--- src/sv/fps_pkg.sv ---
`timescale 1ns / 1ps
// fps_pkg: shared types, constants and helpers of the flash phase sync core
// no dependencies

package fps_pkg;

  localparam int unsigned PhaseW = 12;
  localparam int unsigned CountW = 32;
  localparam int unsigned ByteW  = 8;
  localparam int unsigned StepW  = 9;
  localparam int unsigned CfgW   = 12;
  localparam int unsigned IdxW   = 3;

  localparam int unsigned CmdDepth = 4;
  localparam int unsigned CmdPtrW  = $clog2(CmdDepth);
  localparam int unsigned CmdCntW  = $clog2(CmdDepth + 1);

  localparam logic [ByteW-1:0]  Hdr0     = 8'hAA;
  localparam logic [ByteW-1:0]  Hdr1     = 8'h55;
  localparam logic [PhaseW-1:0] MinCycle = 12'd256;

  localparam logic [PhaseW-1:0] RstCycleLength   = 12'd900;
  localparam logic [PhaseW-1:0] RstLedOnTime     = 12'd100;
  localparam logic [PhaseW-1:0] RstTxWindowStart = 12'd450;
  localparam logic [PhaseW-1:0] RstTxWindowLen   = 12'd50;
  localparam logic [ByteW-1:0]  RstTxDelayComp   = 8'd6;
  localparam logic [ByteW-1:0]  RstErrBand       = 8'd5;
  localparam logic [ByteW-1:0]  RstMaxStep       = 8'd20;

  typedef enum logic [IdxW-1:0] {
    REG_CYCLE_LENGTH     = 3'd0,
    REG_LED_ON_TIME      = 3'd1,
    REG_TX_WINDOW_START  = 3'd2,
    REG_TX_WINDOW_LENGTH = 3'd3,
    REG_TX_DELAY_COMP    = 3'd4,
    REG_ERR_BAND         = 3'd5,
    REG_MAX_STEP         = 3'd6
  } reg_idx_t;

  typedef enum logic [1:0] {
    CMD_TICK   = 2'd0,
    CMD_RX_OK  = 2'd1,
    CMD_RX_BAD = 2'd2
  } cmd_kind_t;

  typedef struct packed {
    logic [PhaseW-1:0] cycle_length;
    logic [PhaseW-1:0] led_on_time;
    logic [PhaseW-1:0] tx_window_start;
    logic [PhaseW-1:0] tx_window_length;
    logic [ByteW-1:0]  tx_delay_comp;
    logic [ByteW-1:0]  err_band;
    logic [ByteW-1:0]  max_step;
  } cfg_t;

  typedef struct packed {
    cmd_kind_t         kind;
    logic [ByteW-1:0]  elapsed;
    logic [PhaseW-1:0] rx_phase;
  } cmd_t;

  typedef struct packed {
    logic                    lamp_on;
    logic                    tx_valid;
    logic [PhaseW-1:0]       tx_phase;
    logic [PhaseW-1:0]       cur_phase;
    logic                    rx_accepted;
    logic signed [StepW-1:0] phase_step;
  } res_t;

  // short cycle lengths behave as the minimum
  function automatic logic [PhaseW-1:0] eff_cycle(input logic [PhaseW-1:0] len);
    return (len < MinCycle) ? MinCycle : len;
  endfunction

endpackage

--- src/sv/fps_front.sv ---
`timescale 1ns / 1ps
// fps_front: takes input items and sorts them into ticks, good and bad packets
// depends on fps_pkg

module fps_front (
  input  fps_pkg::cfg_t             cfg,
  input  logic                      push,
  input  logic                      operation,
  input  logic [fps_pkg::ByteW-1:0] elapsed_ms,
  input  logic [fps_pkg::ByteW-1:0] rx_byte0,
  input  logic [fps_pkg::ByteW-1:0] rx_byte1,
  input  logic [fps_pkg::ByteW-1:0] rx_byte2,
  input  logic [fps_pkg::ByteW-1:0] rx_byte3,
  input  logic                      q_full,
  output logic                      full,
  output logic                      q_push,
  output fps_pkg::cmd_t             cmd
);
  import fps_pkg::*;

  logic              hdr_ok;
  logic              range_ok;
  logic [PhaseW-1:0] rx_low;

  assign full   = q_full;
  assign q_push = push && !q_full;

  assign rx_low   = {rx_byte2[3:0], rx_byte3};
  assign hdr_ok   = (rx_byte0 == Hdr0) && (rx_byte1 == Hdr1);
  // a 16-bit phase must fit 12 bits and stay below the cycle length
  assign range_ok = (rx_byte2[7:4] == 4'd0) && (rx_low < eff_cycle(cfg.cycle_length));

  always_comb begin
    cmd.elapsed  = elapsed_ms;
    cmd.rx_phase = rx_low;
    if (!operation) begin
      cmd.kind = CMD_TICK;
    end else if (hdr_ok && range_ok) begin
      cmd.kind = CMD_RX_OK;
    end else begin
      cmd.kind = CMD_RX_BAD;
    end
  end

endmodule

--- src/sv/fps_cmd_queue.sv ---
`timescale 1ns / 1ps
// fps_cmd_queue: short queue of classified items between front and back
// depends on fps_pkg

module fps_cmd_queue (
  input  logic          clk,
  input  logic          rst,
  input  logic          push,
  input  fps_pkg::cmd_t din,
  output logic          full,
  input  logic          pop,
  output logic          empty,
  output fps_pkg::cmd_t dout
);
  import fps_pkg::*;

  cmd_t               entries [CmdDepth];
  logic [CmdPtrW-1:0] wr_ptr;
  logic [CmdPtrW-1:0] rd_ptr;
  logic [CmdCntW-1:0] count;
  logic               do_push;
  logic               do_pop;

  assign full    = (count == CmdCntW'(CmdDepth));
  assign empty   = (count == '0);
  assign do_push = push && !full;
  assign do_pop  = pop && !empty;
  assign dout    = entries[rd_ptr];

  always_ff @(posedge clk) begin
    if (do_push) begin
      entries[wr_ptr] <= din;
    end
  end

  always_ff @(posedge clk) begin
    if (rst) begin
      wr_ptr <= '0;
      rd_ptr <= '0;
      count  <= '0;
    end else begin
      if (do_push) begin
        wr_ptr <= (wr_ptr == CmdPtrW'(CmdDepth - 1)) ? '0 : wr_ptr + 1'b1;
      end
      if (do_pop) begin
        rd_ptr <= (rd_ptr == CmdPtrW'(CmdDepth - 1)) ? '0 : rd_ptr + 1'b1;
      end
      unique case ({do_push, do_pop})
        2'b10:   count <= count + 1'b1;
        2'b01:   count <= count - 1'b1;
        default: count <= count;
      endcase
    end
  end

  a_count_bound: assert property (@(posedge clk) disable iff (rst)
    count <= CmdCntW'(CmdDepth))
    else $error("command queue count out of range");

  a_ptr_match: assert property (@(posedge clk) disable iff (rst)
    (count == '0 || count == CmdCntW'(CmdDepth)) |-> (wr_ptr == rd_ptr))
    else $error("command queue pointers disagree with count");

endmodule

--- src/sv/fps_back.sv ---
`timescale 1ns / 1ps
// fps_back: phase, lamp and transmit state; one item per cycle, held by a
// full two-entry result buffer or a multi-wrap tick; depends on fps_pkg

module fps_back (
  input  logic          clk,
  input  logic          rst,
  input  fps_pkg::cfg_t cfg,
  input  logic          cmd_valid,
  input  fps_pkg::cmd_t cmd,
  output logic          cmd_pop,
  output logic          empty,
  input  logic          pop,
  output fps_pkg::res_t res
);
  import fps_pkg::*;

  typedef struct packed {
    logic              lit;
    logic [PhaseW-1:0] ms;
  } lamp_t;

  function automatic lamp_t lamp_rule(input lamp_t cur, input logic [PhaseW-1:0] ph,
                                      input logic [PhaseW-1:0] on);
    lamp_t r;
    r = cur;
    if (cur.lit) begin
      if (cur.ms >= on) r.lit = 1'b0;
    end else if (ph < on) begin
      r.lit = 1'b1;
      r.ms  = '0;
    end
    return r;
  endfunction

  // state
  logic [PhaseW-1:0] phase, phase_next;
  logic [CountW-1:0] cycle_count, cycle_count_next;
  logic [CountW-1:0] last_sent, last_sent_next;
  lamp_t             lamp, lamp_next;
  logic              reducing, reducing_next;

  // output queue
  res_t res_mem [2];
  logic wr_sel, rd_sel;
  logic [1:0] out_count;
  logic res_push;
  res_t res_new;
  logic go;
  logic do_pop;

  // tick arithmetic
  logic [PhaseW-1:0] len;
  logic [ByteW-1:0]  el_add;
  logic              adv;
  logic [PhaseW:0]   total, total_wrap;
  logic              multi, once;
  logic [PhaseW-1:0] ph_tick;
  logic [CountW-1:0] cnt_inc, cnt_tick;
  logic [PhaseW:0]   lit_sum;
  logic [PhaseW-1:0] lit_sat;
  lamp_t             lamp_adv, lamp_tick;
  logic [PhaseW:0]   win_end, tx_sum, tx_wrap;
  logic              tx_hit;

  // packet arithmetic
  localparam int unsigned DW = PhaseW + 2;
  logic [PhaseW-1:0]   half;
  logic signed [DW-1:0] d0, d, negd, half_s, len_s, db_s, ms_s, mag_f, mag_b;
  logic                fwd, bwd;
  logic [ByteW-1:0]    a8;
  logic [PhaseW:0]     sum_f, sub_f, under_b;
  logic                wrap_f, low_b;
  logic [PhaseW-1:0]   ph_rx, dec_b;
  logic [CountW-1:0]   cnt_rx;
  logic signed [StepW-1:0] step_rx;
  lamp_t               lamp_rx;

  assign len     = eff_cycle(cfg.cycle_length);
  assign cnt_inc = cycle_count + 1'b1;

  // ---- tick ----
  assign adv        = reducing || (cmd.elapsed != '0);
  assign el_add     = reducing ? '0 : cmd.elapsed;
  assign total      = {1'b0, phase} + {5'b0, el_add};
  assign total_wrap = total - {1'b0, len};
  // more than one wrap left: peel one per cycle
  assign multi      = adv && (total >= {len, 1'b0});
  assign once       = total >= {1'b0, len};
  assign ph_tick    = !adv ? phase : (once ? total_wrap[PhaseW-1:0] : total[PhaseW-1:0]);
  assign cnt_tick   = (adv && once) ? cnt_inc : cycle_count;
  assign lit_sum    = {1'b0, lamp.ms} + {5'b0, cmd.elapsed};
  assign lit_sat    = (lit_sum > {1'b0, cfg.led_on_time}) ? cfg.led_on_time
                                                         : lit_sum[PhaseW-1:0];

  always_comb begin
    lamp_adv = lamp;
    if (adv) begin
      if (reducing || once) begin
        lamp_adv.lit = 1'b1;
        lamp_adv.ms  = '0;
      end else if (lamp.lit) begin
        lamp_adv.ms = lit_sat;
      end
    end
  end

  assign lamp_tick = lamp_rule(lamp_adv, ph_tick, cfg.led_on_time);
  assign win_end   = {1'b0, cfg.tx_window_start} + {1'b0, cfg.tx_window_length};
  assign tx_hit    = (cnt_tick != last_sent) && (ph_tick >= cfg.tx_window_start) &&
                     ({1'b0, ph_tick} < win_end);
  assign tx_sum    = {1'b0, ph_tick} + {5'b0, cfg.tx_delay_comp};
  assign tx_wrap   = (tx_sum >= {1'b0, len}) ? tx_sum - {1'b0, len} : tx_sum;

  // ---- received packet ----
  assign half   = len >> 1;
  assign half_s = $signed({2'b00, half});
  assign len_s  = $signed({2'b00, len});
  assign db_s   = $signed({6'b0, cfg.err_band});
  assign ms_s   = $signed({6'b0, cfg.max_step});
  assign d0     = $signed({2'b00, cmd.rx_phase}) - $signed({2'b00, phase});
  // shortest way round
  assign d      = (d0 >= half_s) ? d0 - len_s : ((d0 < -half_s) ? d0 + len_s : d0);
  assign negd   = -d;
  assign fwd    = (d > db_s) && (cfg.max_step != '0);
  assign bwd    = (d < -db_s) && (cfg.max_step != '0);
  assign mag_f  = (d > ms_s) ? ms_s : d;
  assign mag_b  = (negd > ms_s) ? ms_s : negd;
  assign a8     = fwd ? mag_f[ByteW-1:0] : mag_b[ByteW-1:0];

  assign sum_f   = {1'b0, phase} + {5'b0, a8};
  assign sub_f   = sum_f - {1'b0, len};
  assign wrap_f  = sum_f >= {1'b0, len};
  assign low_b   = phase <= {4'b0, a8};
  // backward past zero lands at len minus the remainder
  assign under_b = {1'b0, len} - {5'b0, a8} + {1'b0, phase};
  assign dec_b   = phase - {4'b0, a8};

  always_comb begin
    ph_rx   = phase;
    cnt_rx  = cycle_count;
    step_rx = '0;
    if (fwd) begin
      ph_rx   = wrap_f ? sub_f[PhaseW-1:0] : sum_f[PhaseW-1:0];
      cnt_rx  = wrap_f ? cnt_inc : cycle_count;
      step_rx = $signed({1'b0, a8});
    end else if (bwd) begin
      ph_rx   = low_b ? under_b[PhaseW-1:0] : dec_b;
      cnt_rx  = (low_b && cycle_count != '0) ? cycle_count - 1'b1 : cycle_count;
      step_rx = -$signed({1'b0, a8});
    end
  end

  assign lamp_rx = lamp_rule(lamp, ph_rx, cfg.led_on_time);

  // ---- control ----
  assign go     = cmd_valid && (out_count != 2'd2);
  assign do_pop = pop && (out_count != 2'd0);

  always_comb begin
    phase_next       = phase;
    cycle_count_next = cycle_count;
    last_sent_next   = last_sent;
    lamp_next        = lamp;
    reducing_next    = reducing;
    cmd_pop          = 1'b0;
    res_push         = 1'b0;
    res_new          = '0;
    res_new.lamp_on   = lamp.lit;
    res_new.cur_phase = phase;
    if (go) begin
      unique case (cmd.kind)
        CMD_TICK: begin
          if (multi) begin
            phase_next       = total_wrap[PhaseW-1:0];
            cycle_count_next = cnt_inc;
            reducing_next    = 1'b1;
          end else begin
            phase_next       = ph_tick;
            cycle_count_next = cnt_tick;
            lamp_next        = lamp_tick;
            reducing_next    = 1'b0;
            cmd_pop          = 1'b1;
            res_push         = 1'b1;
            res_new.lamp_on   = lamp_tick.lit;
            res_new.cur_phase = ph_tick;
            if (tx_hit) begin
              last_sent_next   = cnt_tick;
              res_new.tx_valid = 1'b1;
              res_new.tx_phase = tx_wrap[PhaseW-1:0];
            end
          end
        end
        CMD_RX_OK: begin
          phase_next          = ph_rx;
          cycle_count_next    = cnt_rx;
          lamp_next           = lamp_rx;
          cmd_pop             = 1'b1;
          res_push            = 1'b1;
          res_new.lamp_on     = lamp_rx.lit;
          res_new.cur_phase   = ph_rx;
          res_new.rx_accepted = 1'b1;
          res_new.phase_step  = step_rx;
        end
        default: begin
          cmd_pop  = 1'b1;
          res_push = 1'b1;
        end
      endcase
    end
  end

  always_ff @(posedge clk) begin
    if (rst) begin
      phase       <= '0;
      cycle_count <= '0;
      last_sent   <= '1;
      lamp        <= '0;
      reducing    <= 1'b0;
    end else begin
      phase       <= phase_next;
      cycle_count <= cycle_count_next;
      last_sent   <= last_sent_next;
      lamp        <= lamp_next;
      reducing    <= reducing_next;
    end
  end

  always_ff @(posedge clk) begin
    if (res_push) begin
      res_mem[wr_sel] <= res_new;
    end
  end

  always_ff @(posedge clk) begin
    if (rst) begin
      wr_sel    <= 1'b0;
      rd_sel    <= 1'b0;
      out_count <= '0;
    end else begin
      if (res_push) wr_sel <= !wr_sel;
      if (do_pop)   rd_sel <= !rd_sel;
      unique case ({res_push, do_pop})
        2'b10:   out_count <= out_count + 1'b1;
        2'b01:   out_count <= out_count - 1'b1;
        default: out_count <= out_count;
      endcase
    end
  end

  assign empty = (out_count == 2'd0);
  assign res   = res_mem[rd_sel];

  a_reduce_holds_head: assert property (@(posedge clk) disable iff (rst)
    reducing |-> cmd_valid)
    else $error("phase reduction running without its tick at the queue head");

  a_out_bound: assert property (@(posedge clk) disable iff (rst)
    out_count <= 2'd2)
    else $error("result queue overflow");

  a_tx_rx_exclusive: assert property (@(posedge clk) disable iff (rst)
    res_push |-> !(res_new.tx_valid && res_new.rx_accepted))
    else $error("transfer both sends and accepts a packet");

  a_step_limit: assert property (@(posedge clk) disable iff (rst)
    res_push |-> (res_new.phase_step <= $signed({1'b0, cfg.max_step})) &&
                 (res_new.phase_step >= -$signed({1'b0, cfg.max_step})))
    else $error("phase correction exceeds step limit");

  a_pop_with_result: assert property (@(posedge clk) disable iff (rst)
    cmd_pop |-> res_push)
    else $error("item consumed without a result");

endmodule

--- src/sv/flash_phase_sync_core.sv ---
`timescale 1ns / 1ps
// flash_phase_sync_core: top level, configuration registers and wiring
// depends on fps_pkg, fps_front, fps_cmd_queue, fps_back

// Lamp flasher phase keeper. Items go in through push/full, results come out
// through empty/pop, one result per item in order. The block takes one item
// per clock while the input queue has room. The command queue stores the item
// at its transfer edge, and the phase unit then writes its result into the
// result buffer, from where it is taken through empty/pop. The input queue
// holds four items and the result buffer two; a full result buffer holds
// the phase unit back. So does a tick that finds the phase above a lowered
// cycle length and so wraps more than once: the phase unit then removes the
// extra wraps one at a time before it finishes that tick. Configuration
// writes take effect at once and belong to idle periods.

module flash_phase_sync_core (
  input  logic                             clk,
  input  logic                             rst,
  input  logic                             push,
  output logic                             full,
  input  logic                             operation,
  input  logic [fps_pkg::ByteW-1:0]        elapsed_ms,
  input  logic [fps_pkg::ByteW-1:0]        rx_byte0,
  input  logic [fps_pkg::ByteW-1:0]        rx_byte1,
  input  logic [fps_pkg::ByteW-1:0]        rx_byte2,
  input  logic [fps_pkg::ByteW-1:0]        rx_byte3,
  output logic                             empty,
  input  logic                             pop,
  output logic                             lamp_on,
  output logic                             tx_valid,
  output logic [fps_pkg::PhaseW-1:0]       tx_phase,
  output logic [fps_pkg::PhaseW-1:0]       cur_phase,
  output logic                             rx_accepted,
  output logic signed [fps_pkg::StepW-1:0] phase_step,
  input  logic                             cfg_we,
  input  logic [fps_pkg::IdxW-1:0]         cfg_index,
  input  logic [fps_pkg::CfgW-1:0]         cfg_data
);
  import fps_pkg::*;

  cfg_t cfg;
  cmd_t cmd_in, cmd_head;
  logic q_push, q_full, q_empty, q_pop;
  res_t res;

  always_ff @(posedge clk) begin
    if (rst) begin
      cfg.cycle_length     <= RstCycleLength;
      cfg.led_on_time      <= RstLedOnTime;
      cfg.tx_window_start  <= RstTxWindowStart;
      cfg.tx_window_length <= RstTxWindowLen;
      cfg.tx_delay_comp    <= RstTxDelayComp;
      cfg.err_band         <= RstErrBand;
      cfg.max_step         <= RstMaxStep;
    end else if (cfg_we) begin
      unique case (cfg_index)
        REG_CYCLE_LENGTH:     cfg.cycle_length     <= cfg_data;
        REG_LED_ON_TIME:      cfg.led_on_time      <= cfg_data;
        REG_TX_WINDOW_START:  cfg.tx_window_start  <= cfg_data;
        REG_TX_WINDOW_LENGTH: cfg.tx_window_length <= cfg_data;
        REG_TX_DELAY_COMP:    cfg.tx_delay_comp    <= cfg_data[ByteW-1:0];
        REG_ERR_BAND:         cfg.err_band         <= cfg_data[ByteW-1:0];
        REG_MAX_STEP:         cfg.max_step         <= cfg_data[ByteW-1:0];
        default:              cfg                  <= cfg;
      endcase
    end
  end

  fps_front u_front (
    .cfg        (cfg),
    .push       (push),
    .operation  (operation),
    .elapsed_ms (elapsed_ms),
    .rx_byte0   (rx_byte0),
    .rx_byte1   (rx_byte1),
    .rx_byte2   (rx_byte2),
    .rx_byte3   (rx_byte3),
    .q_full     (q_full),
    .full       (full),
    .q_push     (q_push),
    .cmd        (cmd_in)
  );

  fps_cmd_queue u_queue (
    .clk   (clk),
    .rst   (rst),
    .push  (q_push),
    .din   (cmd_in),
    .full  (q_full),
    .pop   (q_pop),
    .empty (q_empty),
    .dout  (cmd_head)
  );

  fps_back u_back (
    .clk       (clk),
    .rst       (rst),
    .cfg       (cfg),
    .cmd_valid (!q_empty),
    .cmd       (cmd_head),
    .cmd_pop   (q_pop),
    .empty     (empty),
    .pop       (pop),
    .res       (res)
  );

  assign lamp_on     = res.lamp_on;
  assign tx_valid    = res.tx_valid;
  assign tx_phase    = res.tx_phase;
  assign cur_phase   = res.cur_phase;
  assign rx_accepted = res.rx_accepted;
  assign phase_step  = res.phase_step;

endmodule
--- config.mk ---
export PLATFORM = sky130hd
export DESIGN_NAME = flash_phase_sync_core
export DESIGN_NICKNAME = d
export VERILOG_FILES = /design/src/sv/fps_pkg.sv /design/src/sv/fps_front.sv /design/src/sv/fps_cmd_queue.sv /design/src/sv/fps_back.sv /design/src/sv/flash_phase_sync_core.sv
export SDC_FILE = /design/constraint.sdc
export NUM_CORES = 1
export LEC_CHECK = 0
export ABC_AREA = 1
export BUFFER_PORTS_ARGS = -buffer_cell sky130_fd_sc_hd__buf_2
export CELL_PAD_IN_SITES_DETAIL_PLACEMENT = 1
export CELL_PAD_IN_SITES_GLOBAL_PLACEMENT = 2
export CORE_MARGIN = 2
export CORE_UTILIZATION = 34
export DETAILED_ROUTE_END_ITERATION = 8
export GPL_TIMING_DRIVEN = 0
export PLACE_DENSITY = 0.83
export RECOVER_POWER = 25
export SLEW_MARGIN = 20
export SYNTH_ARGS = -nofsm -noshare
export SYNTH_HDL_FRONTEND = slang
export SYNTH_SLANG_ARGS = --single-unit
--- constraint.sdc ---
create_clock -name clk -period 10 [get_ports clk]
set_input_delay 1.5 -clock clk [delete_from_list [all_inputs] [get_ports clk]]
set_output_delay 1.5 -clock clk [all_outputs]
set_load 0.02 [all_outputs]
# Word level (Yosys, flattened, before mapping)
# Memories as Yosys holds them, arrays and structs flattened. A register that Yosys moved wholly into a read port is not among the register bits.
# Cells that the tools add are included.
# Widths: inputs -> output; s select.
[word_totals]
register_bits = 173
latch_bits = 0
mem_bits_rw = 160
mem_bits_ro = 0
input_bits = 61
mem_count = 2
[memory_table]
columns = ["memory", "depth", "width", "rd", "rd_clocked_by_memory_dff", "wr", "line_no", "source"]
rows = [
  ["u_queue.entries", 4, 22, 1, 1, 1, "fps_cmd_queue.sv:17", "cmd_t entries [CmdDepth];"],
  ["u_back.res_mem", 2, 36, 1, 1, 1, "fps_back.sv:44", "res_t res_mem [2];"],
]
[classes]
n_addsub = 26
multipliers = 0
n_div = 0
n_lt_le_gt_ge = 20
n_eq_ne = 24
shifts = 0
muxes = 65
n_bitwise = 1
reduce_logical = 46
[op_table]
columns = ["op", "n"]
rows = [
  ["$mux 32", 6],
  ["$mux 12", 14],
  ["$mux 13", 6],
  ["$pmux 32 s2", 1],
  ["$add 12x8->13", 4],
  ["$pmux 12 s2", 2],
  ["$gt 14x9->1", 3],
  ["$ge 13x12->1", 3],
  ["$ge 12x12->1", 3],
  ["$lt 12x12->1", 3],
  ["$mux 36", 1],
  ["$sub 12x12->12", 3],
  ["$add 32x1->32 const B", 1],
  ["$mux 8", 4],
  ["$ne 32x32->1", 1],
  ["$reduce_bool 32->1", 1],
  ["$sub 32x1->32 const B", 1],
  ["$lt 14x14->1", 2],
  ["$mux 14", 2],
  ["$mux 26", 1],
  ["$pmux 13 s2", 1],
  ["$sub 12x8->12", 2],
  ["$mux 9", 2],
  ["$reduce_and 2->1", 9],
  ["other kinds (48)", 106],
]

# Longest topological paths before layout
# Gate-level depths: netlist of the first run.
[logic_depth]
ltp_word = 20
depth_mapped = 86

# Cells and area by module
# A second synthesis of the first run with hierarchy kept.
[hier_totals]
hier_cells = 4019
hier_area_um2 = 29341.9
[by_module_without_submodules]
columns = ["mod", "n_inst", "cells_each", "area_each_um2"]
rows = [
  ["fps_back", 1, 3221, 22087.4],
  ["fps_cmd_queue", 1, 285, 3801.1],
  ["flash_phase_sync_core", 1, 404, 2826.5],
  ["fps_front", 1, 109, 626.9],
]

# Worst setup path before layout of the first run
# Ideal clock, no wire load.
[synth_timing]
kind = "flip-flop to flip-flop"
startpoint = "register (tool-made name)"
endpoint = "register u_back.lamp[10] in the netlist's numbering"
arrival_time_ns = 10.723
required_ns = 9.885
slack_ns = -0.838
path_stages_with_launch = 78
cell_sequence = "dfxtp_1 > buf_2 > buf_1 > clkbuf_1 > clkbuf_1 > o21ai_0 > o22ai_1 > ha_1 > a21oi_2 > nor2_1 > nor3_1 > o21ai_0 > a21oi_1 > xor2_1 > ha_1 > nand2_1 > inv_1 > nor3_1 > (+42 left out) > nand2_1 > a21oi_1 > o21bai_1 > nand2_1 > nand2_1 > clkbuf_1 > o211ai_1 > a221oi_2 > ha_1 > nand2_1 > o21ai_0 > a2111oi_0 > nand2_1 > nand2_4 > buf_6 > nand3_1 > nand2_1 > nor2_1"
[synth_rtl]
columns = ["element", "line_no", "source"]
rows = [
  ["end signal: assignment", "fps_back.sv:224", "lamp <= lamp_next;"],
  ["end: declaration", "fps_back.sv:40", "lamp_t lamp, lamp_next;"],
]

==> reports/results.txt, run 1 <==
The flow ran to the end, but the final reports show violations. The final reports fail on negative setup slack. The tools report the number of endpoints with negative hold slack in the final report as 0.

The top cell type's share of synthesized area is 16.9%, and the post-detailed-routing wire length is 119000 microns. The number of synthesized flops with an enable pin was 160. Each instance of the synthesized netlist takes up on average 7.45 sq um. The detail route stage leaves a number of antenna-violating nets equal to 0.

The clock buffer count from CTS was 43. The first routing iteration left 1737 violations. The floorplan step defined a core boundary enclosing 83200 sq um.

The most frequent cell after synthesis is nand2_1. Measured along the y axis, the die boundary spans 293 microns. After the last flow step, the layout net total stands at 4504. The startpoint kind of the worst setup timing path is a flip-flop. Cell count of the worst hold path: 1. The proportion of layout cells with a drive suffix above 1 was 18.1%. The final hold slack is 0.453 ns, and the number of primary I/O pins is 99. The worst hold path class was flip-flop to flip-flop. CTS saw 336 sinks. TritonCTS built the clock tree. In the synthesized netlist, the number of instances is 3817. For the global routing usage summed across all routing layers, the log shows 26.8%.

The half-perimeter wire length of the detailed placement result is 89700 microns, and the initial antenna violation count is 8. The via count of the first global-routing pass was 29000. The actual transition at the worst max-transition pin was 1.28 ns; the final weighted congestion in routability-driven placement was 0.951.

The biggest fanout along the worst timing path is 10. The end of the worst register-to-register path was u_back.res_mem[0][35]. After synthesis, the cell types taking the most area are edfxtp_1 (17%), ha_1 (14%), dfxtp_1 (12%), nand2_1 (8.8%), o21ai_0 (6.2%). For the count of pins over their slew limit, the log shows 0. Summed over all layers, the global routing overflow is 0. Summed over all failing endpoints, the final setup total negative slack is -24.78 ns. Dividing the detail-routed wire length by the instance count gives 22.8 microns.

The shortest clock period the worst path allows after layout was 11.03 ns. For flop-to-flop paths, the worst setup slack is -1.03 ns. The startpoint identified for the worst hold timing path is u_back.rd_sel. The peak clock frequency supported by timing was 90.7 MHz; the depth of the most critical reg-to-reg path was 77.

Setup repair after global routing could not meet its margin everywhere. On the final layout, the worst clock skew is 0.0513 ns. Data arrives at the worst endpoint at 11.48 ns.

Yosys printed 0 warnings. After detailed routing, the number of remaining DRC violations is 0. The worst setup path is captured at a flip-flop.

The flip-flop and latch count after synthesis is 336. The floorplan step set the die width to 293 microns. The count of port buffers added during placement was 97; the floorplan die area was 85900 sq um. The synthesized netlist contains 72 unique library cells. The path type of the worst setup path was flip-flop to flip-flop. The final critical-path setup slack was -1.03 ns; the CTS clock-pin slew for the worst setup and hold paths was 0.06 ns. For the number of placement rows, the log shows 106. The final critical-path share of the clock period was 110%. The number of buffers on the longest clock path is 3. The share of the yosys chip area belonging to registers is 29.3%, and the required time at the worst-slack endpoint is 10.45 ns.

The slowest stage of the critical path belongs to the cell fa_2. The delay of the slowest critical-path stage works out to 0.37 ns. The post-route core utilization came out at 42.1%. For this run, the leading register cell type out of synthesis is dfxtp_1. The run gives 0 as the reported max-cap violation count. Setup violations remaining at the end of the flow were counted as 74. CTS placed an instance of clkbuf_16 at the clock tree root. The hold path endpoint is u_back.rd_sel. Entering global routing, the biggest net connects 25 pins. The tools report the H-tree depth as 2. After synthesis, the most frequently instantiated cells are nand2_1 (666), inv_1 (445), o21ai_0 (350). Measured against its own limit, the worst slew margin works out to 14.9%. Insertion delay of the later-clocked pin in the worst-skew pair: 0.62 ns. The netlist area before placement was 28400 sq um; the share of synthesized flip-flops with an asynchronous set or reset was 0%. edfxtp_1 takes more of the synthesized area than any other cell. The first detailed-routing pass ran for 5 iterations. The global-route wire length before repair was 176000 microns; the effective utilization at floorplan was 34.2%. The area overhead of the layout relative to synthesis is 23.0%, and the via density per instance is 5.47.

The vias after detailed routing came out at 28600.
-- final cells by class --
cell class,count,area (sq um)
clock inverter,21,292
timing repair buffer,246,1760
tap,1080,1350
buffer,149,912
clock buffer,58,1250
multi-input combinational,2864,19300
fill,10100,48200
antenna,4,10.0
sequential,336,8330
inverter,468,1800
-- worst max-delay path: cells and delay by family (launching register included) --
family                   cells  cell delay [ns]
AO/OA/AOI/OAI               22             3.46
XOR/XNOR                     3             0.59
adder cells (fa/ha/maj)      7             1.88
buffers and inverters       16             2.00
flip-flops                   1             0.32
AND/OR/NAND/NOR             29             2.63
-- metal layers --
metal  vias to the layer above  track usage, %  routed length (microns)
met5                         -               0                        0
met4                         0            10.7                     5450
met3                       253            3.21                     5720
met2                       726            45.7                    56000
met1                     14000            34.4                    52200
li1                      13600               -                        -
-- sequential cells by signal (all words and copies together), names as in the netlist, named ones only --
register / cells
u_back.last_sent: 32
u_back.out_count: 2
u_back.rd_sel: 1
u_back.cycle_count: 32
u_queue.rd_ptr: 2
u_back.lamp: 13
u_back.reducing: 1
u_back.res_mem: 72
u_back.wr_sel: 1
u_queue.wr_ptr: 2
u_queue.count: 3
cfg: 72
u_back.phase: 12
u_queue.entries: 88
-- how the worst max path moves through the flow --
stage	cells past startpoint	slack, ns	end	from
floorplan	77	-0.07	u_back.lamp[10]	flip-flop
global route	78	-1.61	u_back.lamp[1]	flip-flop
finish	77	-1.03	u_back.res_mem[0][35]	flip-flop
detailed placement	72	-3.47	u_back.lamp[10]	cfg[71]
CTS	85	-1.05	u_back.lamp[5]	flip-flop
global placement	70	-3.59	u_back.lamp[10]	cfg[71]
-- cells in the final DEF (no fill, tap or decap), types with 81 or more instances in the layout --
master      n
nor2_1    291
edfxtp_1  160
nand4_1    81
buf_2      99
buf_4     118
nand2_1   606
a21oi_1   304
xor2_1    127
ha_1      287
inv_1     430
nand3_1   153
clkbuf_1  111
dfxtp_1   171
o21ai_0   290
-- cells by family (layout without fill, tap and decap cells) --
family / after synthesis / after routing / share of synthesized area (%)
AND/OR/NAND/NOR: 1360 / 1360 / 20.9
multiplexers: 36 / 36 / 1.43
adder cells (fa/ha/maj): 335 / 335 / 15.3
buffers and inverters: 618 / 942 / 8.59
AO/OA/AOI/OAI: 937 / 937 / 18.5
XOR/XNOR: 194 / 194 / 6.00
other: 1 / 6 / 0.0132
flip-flops: 336 / 336 / 29.3
-- through the flow --
step           setup slack [ns]  cell area (sq um)  std cells
2_1_floorplan           -0.0692              28600       3818
3_3_place_gp              -3.59              30500       4995
3_5_place_dp              -3.47              30700       5004
4_1_cts                   -1.05              33600       5168
5_1_grt                   -1.61              35000       5223
6_report                  -1.03              35000       5226
-- what timing repair did --
action | in CTS | in global routing
endpoints found under the setup margin | 102 | 107
gates resized for setup | 201 | 241
setup buffers | 80 | 55
hold buffers | 0 | 0
cloned | 6 | 0
pin swaps | 100 | 125
Power of run 1 is left out: the tool's default activity adds up to more than one toggle a clock period on the data nets, which glitch-free logic cannot reach.
==> inputs of run 2 (changes only) <==
Settings changed: GPL_TIMING_DRIVEN 0 to not set, REMOVE_ABC_BUFFERS set to 1.
==> run 2 against run 1 <==
Net effect: the flow finishes with violations (max-capacitance violations, max-slew violations, negative setup slack); routed wire length fell by 3.1%; final area increased by 3.2%; setup slack improved by 0.57 ns; fmax is 5.4% higher; utilization is 1.4 points higher; clock skew shrank 0.011 ns; register-to-register slack gained 0.57 ns; clock-buffer cell count down 4; first-iteration DRC count decreased by 11%; via count up 1.5%; non-clock buffer count increased by 194; critical path type unchanged; critical endpoint is now u_back.lamp[10].
==> reports/results.txt, run 2 (synthesis results as in run 1) <==
The flow ran to the end, but the final reports show violations. The checks that failed: max-capacitance violations, max-slew violations, negative setup slack. The shortest clock period the worst path allows after layout works out to 10.46 ns (-0.567 ns).

Compared with the post-synthesis result, the final layout area differs by 27.0%. For the reg2reg setup slack, the log shows -0.46 ns (+0.57 ns). The number of clock sinks seen by CTS was 336 (unchanged); the delay of the slowest critical-path stage was 0.41 ns (+0.04 ns). The path type of the worst setup path is flip-flop to flip-flop.

TritonCTS built the clock tree. The end of the worst register-to-register path was u_back.lamp[10]. The largest individual stage delay along the critical path comes from the cell dfxtp_4.

The proportion of layout cells with a drive suffix above 1 is 22.0% (+3.9 points). The aggregate negative setup slack was -6.18 ns (+18.60 ns); the count of routing violations after the opening detailed-route iteration was 1553 (-11%). The half-perimeter wire length of the detailed placement result is 86100 microns (-3.9%), and the area of combinational cells with multiple inputs is 18700 sq um (-2.8%). The biggest fanout along the worst timing path works out to 8 (-2). Leaving out fill and tap cells, the most frequent cell in the layout is nand2_1. The worst setup path is launched from a flip-flop.

The die outline width is 293 microns (unchanged). The logs give 0 (unchanged) for the total DRC errors in the routed layout and 83200 sq um (unchanged) for the placeable core region. The count of final setup violators was 15 (-80%). The via density per instance came out at 5.35 (-2.2%). The total grt overflow is 0 (unchanged), and the per-cell routed wire length is 21.3 microns (-6.6%).

The logs give 85900 sq um (unchanged) for the floorplan die area and 0 (unchanged) for the number of endpoints with negative hold slack in the final report. The total area of sequential cells was 8330 sq um (unchanged); the number of placement rows was 106 (unchanged). The final critical-path share of the clock period is 105% (-5.7 points), and the post-detailed-routing wire length is 116000 microns (-3.1%).

Worst setup skew after layout: 0.0405 ns (-0.0108 ns). The final critical-path setup slack was -0.463 ns (+0.567 ns); the required time at the worst-slack endpoint was 10.51 ns (+0.06 ns). The logs give 3 (unchanged) for the number of buffers on the longest clock path and 99 (unchanged) for the number of primary I/O pins. The layout filler cell count was 10200 (+0.24%). The largest registers in the layout are u_queue.entries: 88 flops, cfg: 72 flops, u_back.res_mem: 72 flops.

The run gives 4701 (+4.4%) as the final layout net count. The insertion delay of the later-clocked pin in the worst-skew pair was 0.61 ns (about the same); the actual transition at the worst max-transition pin was 1.63 ns (+0.351 ns). The final hold slack was 0.453 ns (+0.000562 ns); the post-route core utilization was 43.4% (+1.4 points). The count of pins over their slew limit is 46 (+46), and the number of flip-flops under the largest register name is 88 (unchanged). For the reported max-cap violation count, the log shows 2 (+2). In the layout the commonest cells are nand2_1 (634), buf_4 (455), inv_1 (429).

The number of nets still failing antenna checks after routing was 0 (unchanged); the global-route wire length before repair was 175000 microns (-0.71%). The logs give -8.46% (-23 points) for the worst relative slew slack and 34.2% (unchanged) for the effective utilization at floorplan. The number of detailed-route iterations in the first pass was 5 (unchanged); the peak clock frequency supported by timing was 95.6 MHz (+5.4%). The H-tree depth was 2 (unchanged); the worst slack at placement was -1.23 ns (+2.23 ns). The tools report the global routing usage summed across all routing layers as 26.2% (-0.61 points). The CTS clock-pin slew for the worst setup and hold paths works out to 0.06 ns (about the same). STA classifies the critical path endpoint as a flip-flop. Quantity of hold-fixing buffers added after cts: 0 (unchanged).

The worst hold path class is flip-flop to flip-flop. The die span in y came out at 293 microns (unchanged). The arrival time reported for the critical path endpoint was 10.97 ns (-0.51 ns); the depth of the most critical reg-to-reg path was 76 (-1.3%). The pin count of the biggest net entering global routing is 77 (+210%). The count of port buffers added during placement was 98 (+1.0%); the cell count of the worst hold path was 1 (unchanged). Counting stages on the worst path, the most repeated cell is buf_4. The logs give 0.934 (-1.8%) for the final weighted congestion in routability-driven placement and 29900 (+3.0%) for the via count of the first global-routing pass. Setup repair after global routing could not meet its margin everywhere. Counting flops per register, the top entry is u_queue.entries. The vias after detailed routing came out at 29000 (+1.5%). The launch instance of the worst min-delay path is u_back.rd_sel. The master cell of the clock root buffer is clkbuf_16.

Initial antenna violation count: 3 (-5). The run gives 45 (+4.7%) as the clock buffer count from CTS.
run 2: cell types whose count changed in the layout (fill, tap and decap cells not counted), sizes merged:
cell and delta:
clkinvlp +2, clkbuf -103, inv +5, diode -3, buf +293, clkinv +2
run 2: cell type report:
cell class                 instances  area share [%]
tap                             1080            3.74
antenna                            1         0.00693
clock buffer                      54            3.27
timing repair buffer             589            12.1
timing repair inverter             1          0.0208
clock inverter                    29           0.904
multi-input combinational       2864            51.9
sequential                       336            23.1
inverter                         468            4.94
run 2: repair_timing:
item	in CTS	in global routing
gates resized for setup	155	136
setup endpoints to repair	79	107
setup buffers	55	20
pin swaps	123	80
cloned	2	4
run 2: critical path: cells and delay by family (launching register included):
| kind | cells | cell delay (ns) |
|---|---|---|
| and+or+nand+nor | 35 | 3.47 |
| buffers and inverters | 19 | 2.19 |
| AOI/OAI and AO/OA | 13 | 2.08 |
| adders and majority gates | 7 | 1.86 |
| DFF | 1 | 0.41 |
| xor gates and xnor gates | 2 | 0.37 |
run 2: per-stage QoR:
stage	area, sq um	cells
after floorplan	27700	3668
after global placement	32800	5257
after detailed placement	32800	5257
after CTS	35400	5397
after global routing	36100	5421
final	36100	5422
run 2: how the worst max path moves through the flow:
stage / cells after the start / endpoint
after floorplan: 73 / u_back.lamp[0]
after global placement: 77 / u_back.lamp[0]
after detailed placement: 77 / u_back.lamp[1]
after CTS: 78 / u_back.lamp[1]
after global routing: 81 / u_back.lamp[3]
final: 76 / u_back.lamp[10]
run 2: per-layer routing:
metal  wire length [microns]  track usage, %
met1                   51800            33.9
met2                   54900            45.1
met3                    4460            2.84
met4                    4470            9.31
met5                      23               0
Power of run 2 is left out for the same reason.
==> inputs of run 3 (changes only) <==
Settings changed: ABC_AREA 1 to not set, CORE_UTILIZATION 34 to 36, MAX_ROUTING_LAYER set to met4, PLACE_DENSITY 0.83 to 0.82.
==> run 3 against run 2 <==
Net effect: the flow still finishes with violations (max-capacitance violations, max-slew violations, negative setup slack); cell count is 12% lower; register-to-register slack worse by 2.1 ns; setup slack got worse by 2.1 ns; synthesized area down 1.7%; flip-flop and latch count unchanged; sequential share of layout area increased by 0.20 points; critical path depth fell by 5; routed wire length shrank 1.5%; utilization rose by 3.0 points; first-iteration DRC count increased by 17%; fmax fell by 17%; final area is 0.92% lower; highest routed layer is now met4.
==> reports/results.txt, run 3 <==
The CTS clock-pin slew for the worst setup and hold paths came out at 0.07 ns (about the same). For the global routing usage summed across all routing layers, the log shows 28.7% (+2.5 points). The via count of the first global-routing pass came out at 27500 (-7.9%).

The checks that failed: max-capacitance violations, max-slew violations, negative setup slack. The floorplan die area is 79800 sq um (-7.1%), and the post-detailed-routing wire length is 114000 microns (-1.5%). The run finished, with violations left.

For the placeable core region, the log shows 77100 sq um (-7.3%). The die outline width is 283 microns (-3.6%), and the number of synthesized flops with an enable pin is 160 (unchanged). The logs give 43 (-4.4%) for the clock buffer count from CTS and 86000 microns (-0.12%) for the half-perimeter wire length of the detailed placement result. Of all cell types, the one taking the most synthesized area is edfxtp_1. The final critical-path share of the clock period came out at 125% (+21 points). Final cell count without fillers: 4770 (-12%). TritonCTS built the clock tree.

The final layout net count came out at 4093 (-13%). The tools report the worst setup skew after layout as 0.0491 ns (+0.00860 ns). Reported max-cap violation count: 2 (unchanged). The path type of the worst setup path is flip-flop to flip-flop. The tools report the H-tree depth as 2 (unchanged). The run gives 3181 (-17%) as the synthesized netlist cell count. The slowest stage of the critical path belongs to the cell mux4_2. The logs give 1 (-2) for the initial antenna violation count and 0 (-1) for the number of inserted diodes. The die span in y works out to 283 microns (-3.6%). The total instance count after detailed placement was 4631 (-12%). The tools report the quantity of hold-fixing buffers added after cts as 0 (unchanged).

The per-cell routed wire length came out at 23.9 microns (+12%). Insertion delay of the later-clocked pin in the worst-skew pair: 0.60 ns (about the same). Number of clock sinks seen by CTS: 336 (unchanged). The worst hold path class was flip-flop to flip-flop. For the post-route core utilization, the log shows 46.4% (+3.0 points). The vias after detailed routing was 27100 (-6.6%); the biggest fanout along the worst timing path was 7 (-1). The top register by number of flip-flops is u_queue.entries.

Type of element capturing the critical path: a flip-flop. Setup repair after global routing could not meet its margin everywhere. Among all flip-flop cells after synthesis, the most frequent one is dfxtp_1.

In the layout the commonest cells are buf_4 (487), nand2_1 (304), ha_1 (299). The final critical-path setup slack is -2.54 ns (-2.07 ns), and the proportion of layout cells with a drive suffix above 1 is 25.8% (+3.8 points). The share of synthesized flip-flops with an asynchronous set or reset was 0% (unchanged); the top cell type's share of synthesized area was 17.2% (+0.30 points). For the number of primary I/O pins, the log shows 99 (unchanged). Yosys attributes the largest share of cell area to edfxtp_1 (17%), ha_1 (14%), dfxtp_1 (13%), a21oi_1 (4.2%), nand2_1 (4.2%). The pin count of the biggest net entering global routing came out at 56 (-27%). The run gives 115 (+60%) as the distinct cell type count after synthesis.

The final weighted congestion in routability-driven placement was 0.979 (+4.8%). The tree is rooted in a clkbuf_16. The number of warnings issued by yosys is 0 (unchanged), and the worst relative slew slack is -6.47% (+2.0 points). The netlist area before placement was 27900 sq um (-1.7%); the total area of sequential cells was 8330 sq um (about the same). The run gives 83 (+68) as the count of final setup violators. Peak clock frequency supported by timing: 79.8 MHz (-17%). The delay of the slowest critical-path stage came out at 0.56 ns (+0.15 ns). The flip-flop and latch count after synthesis came out at 336 (unchanged).

The run gives 12.86 ns (+1.89 ns) as the arrival time reported for the critical path endpoint. The number of buffers on the longest clock path was 3 (unchanged). The largest registers in the layout are u_queue.entries: 88 flops, cfg: 72 flops, u_back.res_mem: 72 flops. Most frequent cell after synthesis: ha_1.

The actual transition at the worst max-transition pin was 1.60 ns (-0.0307 ns). The logs give 29.8% (+0.52 points) for the share of the yosys chip area belonging to registers and 0 (unchanged) for the total DRC errors in the routed layout. The logs give 102 (-3.8%) for the number of placement rows and 9078 (-11%) for the layout filler cell count. The run gives 19300 sq um (+3.0%) as the area of combinational cells with multiple inputs.

In the synthesized netlist, the cells that appear most often are ha_1 (314), nand2_1 (313), a21oi_1 (236). Relative to the synthesized area, the layout overhead comes to 28.1%. The count of port buffers added during placement was 98 (unchanged); the total grt overflow was 0 (unchanged). The number of flip-flops under the largest register name was 88 (unchanged).

Average footprint of a synthesized cell: 8.78 sq um (+18%). The logs give 170000 microns (-3.0%) for the global-route wire length before repair and 5 (unchanged) for the number of detailed-route iterations in the first pass. The shortest clock period the worst path allows after layout was 12.54 ns (+2.07 ns); the number of nets still failing antenna checks after routing was 0 (unchanged). The worst setup path is launched from a flip-flop. The most frequent cell on the critical path was buf_4. The count of pins over their slew limit is 46 (unchanged). The required time at the worst-slack endpoint is 10.32 ns (-0.19 ns). The number of endpoints with negative hold slack in the final report is 0 (unchanged). For the effective utilization at floorplan, the log shows 36.2% (+2.0 points). The library cell used most frequently in the layout, excluding fill and tap cells, is buf_4.

The via density per instance is 5.68 (+6.1%). The count of routing violations after the opening detailed-route iteration was 1810 (+17%).
==> run 3: cell types whose count changed in the layout (fill, tap and decap cells not counted), moves of 50 or more <==
cell	before	now
a21o_1	14	64
a21oi_1	311	203
inv_1	429	199
nand2_1	634	304
nand3_1	156	67
nor2_1	290	207
nor2b_1	0	54
o21ai_0	315	83
xnor2_1	55	112
xor2_1	128	67
==> run 3: worst max-delay path, delay by kind of cell (launching register included) <==
kind | cells | cell delay [ns]
fa+ha+maj | 6 | 1.53
buf+inv | 11 | 1.58
flops | 1 | 0.35
compound gates | 33 | 5.97
simple gates | 16 | 1.74
xor+xnor | 2 | 0.31
mux | 3 | 0.80
==> run 3: metrics by stage <==
stage          worst slack [ns]  cell area, sq um  hold WS (ns)  setup TNS [ns]
6_report                  -2.54             35800         0.457         -120.88
5_1_grt                   -3.18             35800         0.483         -164.87
4_1_cts                   -2.35             35100         0.460         -102.83
3_5_place_dp              -3.37             32700         0.451         -172.13
3_3_place_gp              -2.98             32700         0.446         -145.65
2_1_floorplan             -4.27             27300         0.430         -251.89
==> run 3: final timing paths <==
kind | to | slack, ns | start | cells past startpoint
worst max-delay path | u_back.res_mem[1][35] | -2.54 | flip-flop | 71
worst min-delay path | cfg[61] | 0.46 | cfg[61] | 2
worst max register to register | u_back.res_mem[1][35] | -2.54 | flip-flop | 71
worst min register to register | cfg[61] | 0.46 | cfg[61] | 2
==> run 3: what timing repair did <==
item,4_1_cts,5_1_grt
pin swaps,96,87
buffers inserted,39,22
resized for setup,178,116
cloned,3,3
setup endpoints to repair,85,107
==> run 3: layout make-up <==
cell class / count / area share, %
Clock inverter: 25 / 0.605
Tap cell: 1040 / 3.64
Sequential cell: 336 / 23.3
Inverter: 207 / 2.18
Clock buffer: 53 / 3.32
Timing Repair Buffer: 621 / 13.0
Multi-Input combinational cell: 2488 / 53.9
==> run 3: cell families (layout without fill, tap and decap cells) <==
| group | count (synthesis) | in the layout | share of synthesized area [%] |
|---|---|---|---|
| flip-flops | 336 | 336 | 29.8 |
| XOR/XNOR | 196 | 196 | 6.35 |
| adder cells (fa/ha/maj) | 336 | 336 | 15.6 |
| multiplexers | 101 | 101 | 4.86 |
| AO/OA/AOI/OAI | 893 | 893 | 21.8 |
| AND/OR/NAND/NOR | 960 | 960 | 16.5 |
| buffers and inverters | 358 | 906 | 5.06 |
| other | 1 | 2 | 0.0134 |
==> run 3: per-layer routing <==
metal / share of wire, % / global-route usage (%)
met5: 0 / -
met4: 4.0 / 9.59
met3: 4.5 / 2.75
met2: 48 / 47.8
met1: 44 / 36.4
Power of run 3 is left out for the same reason.
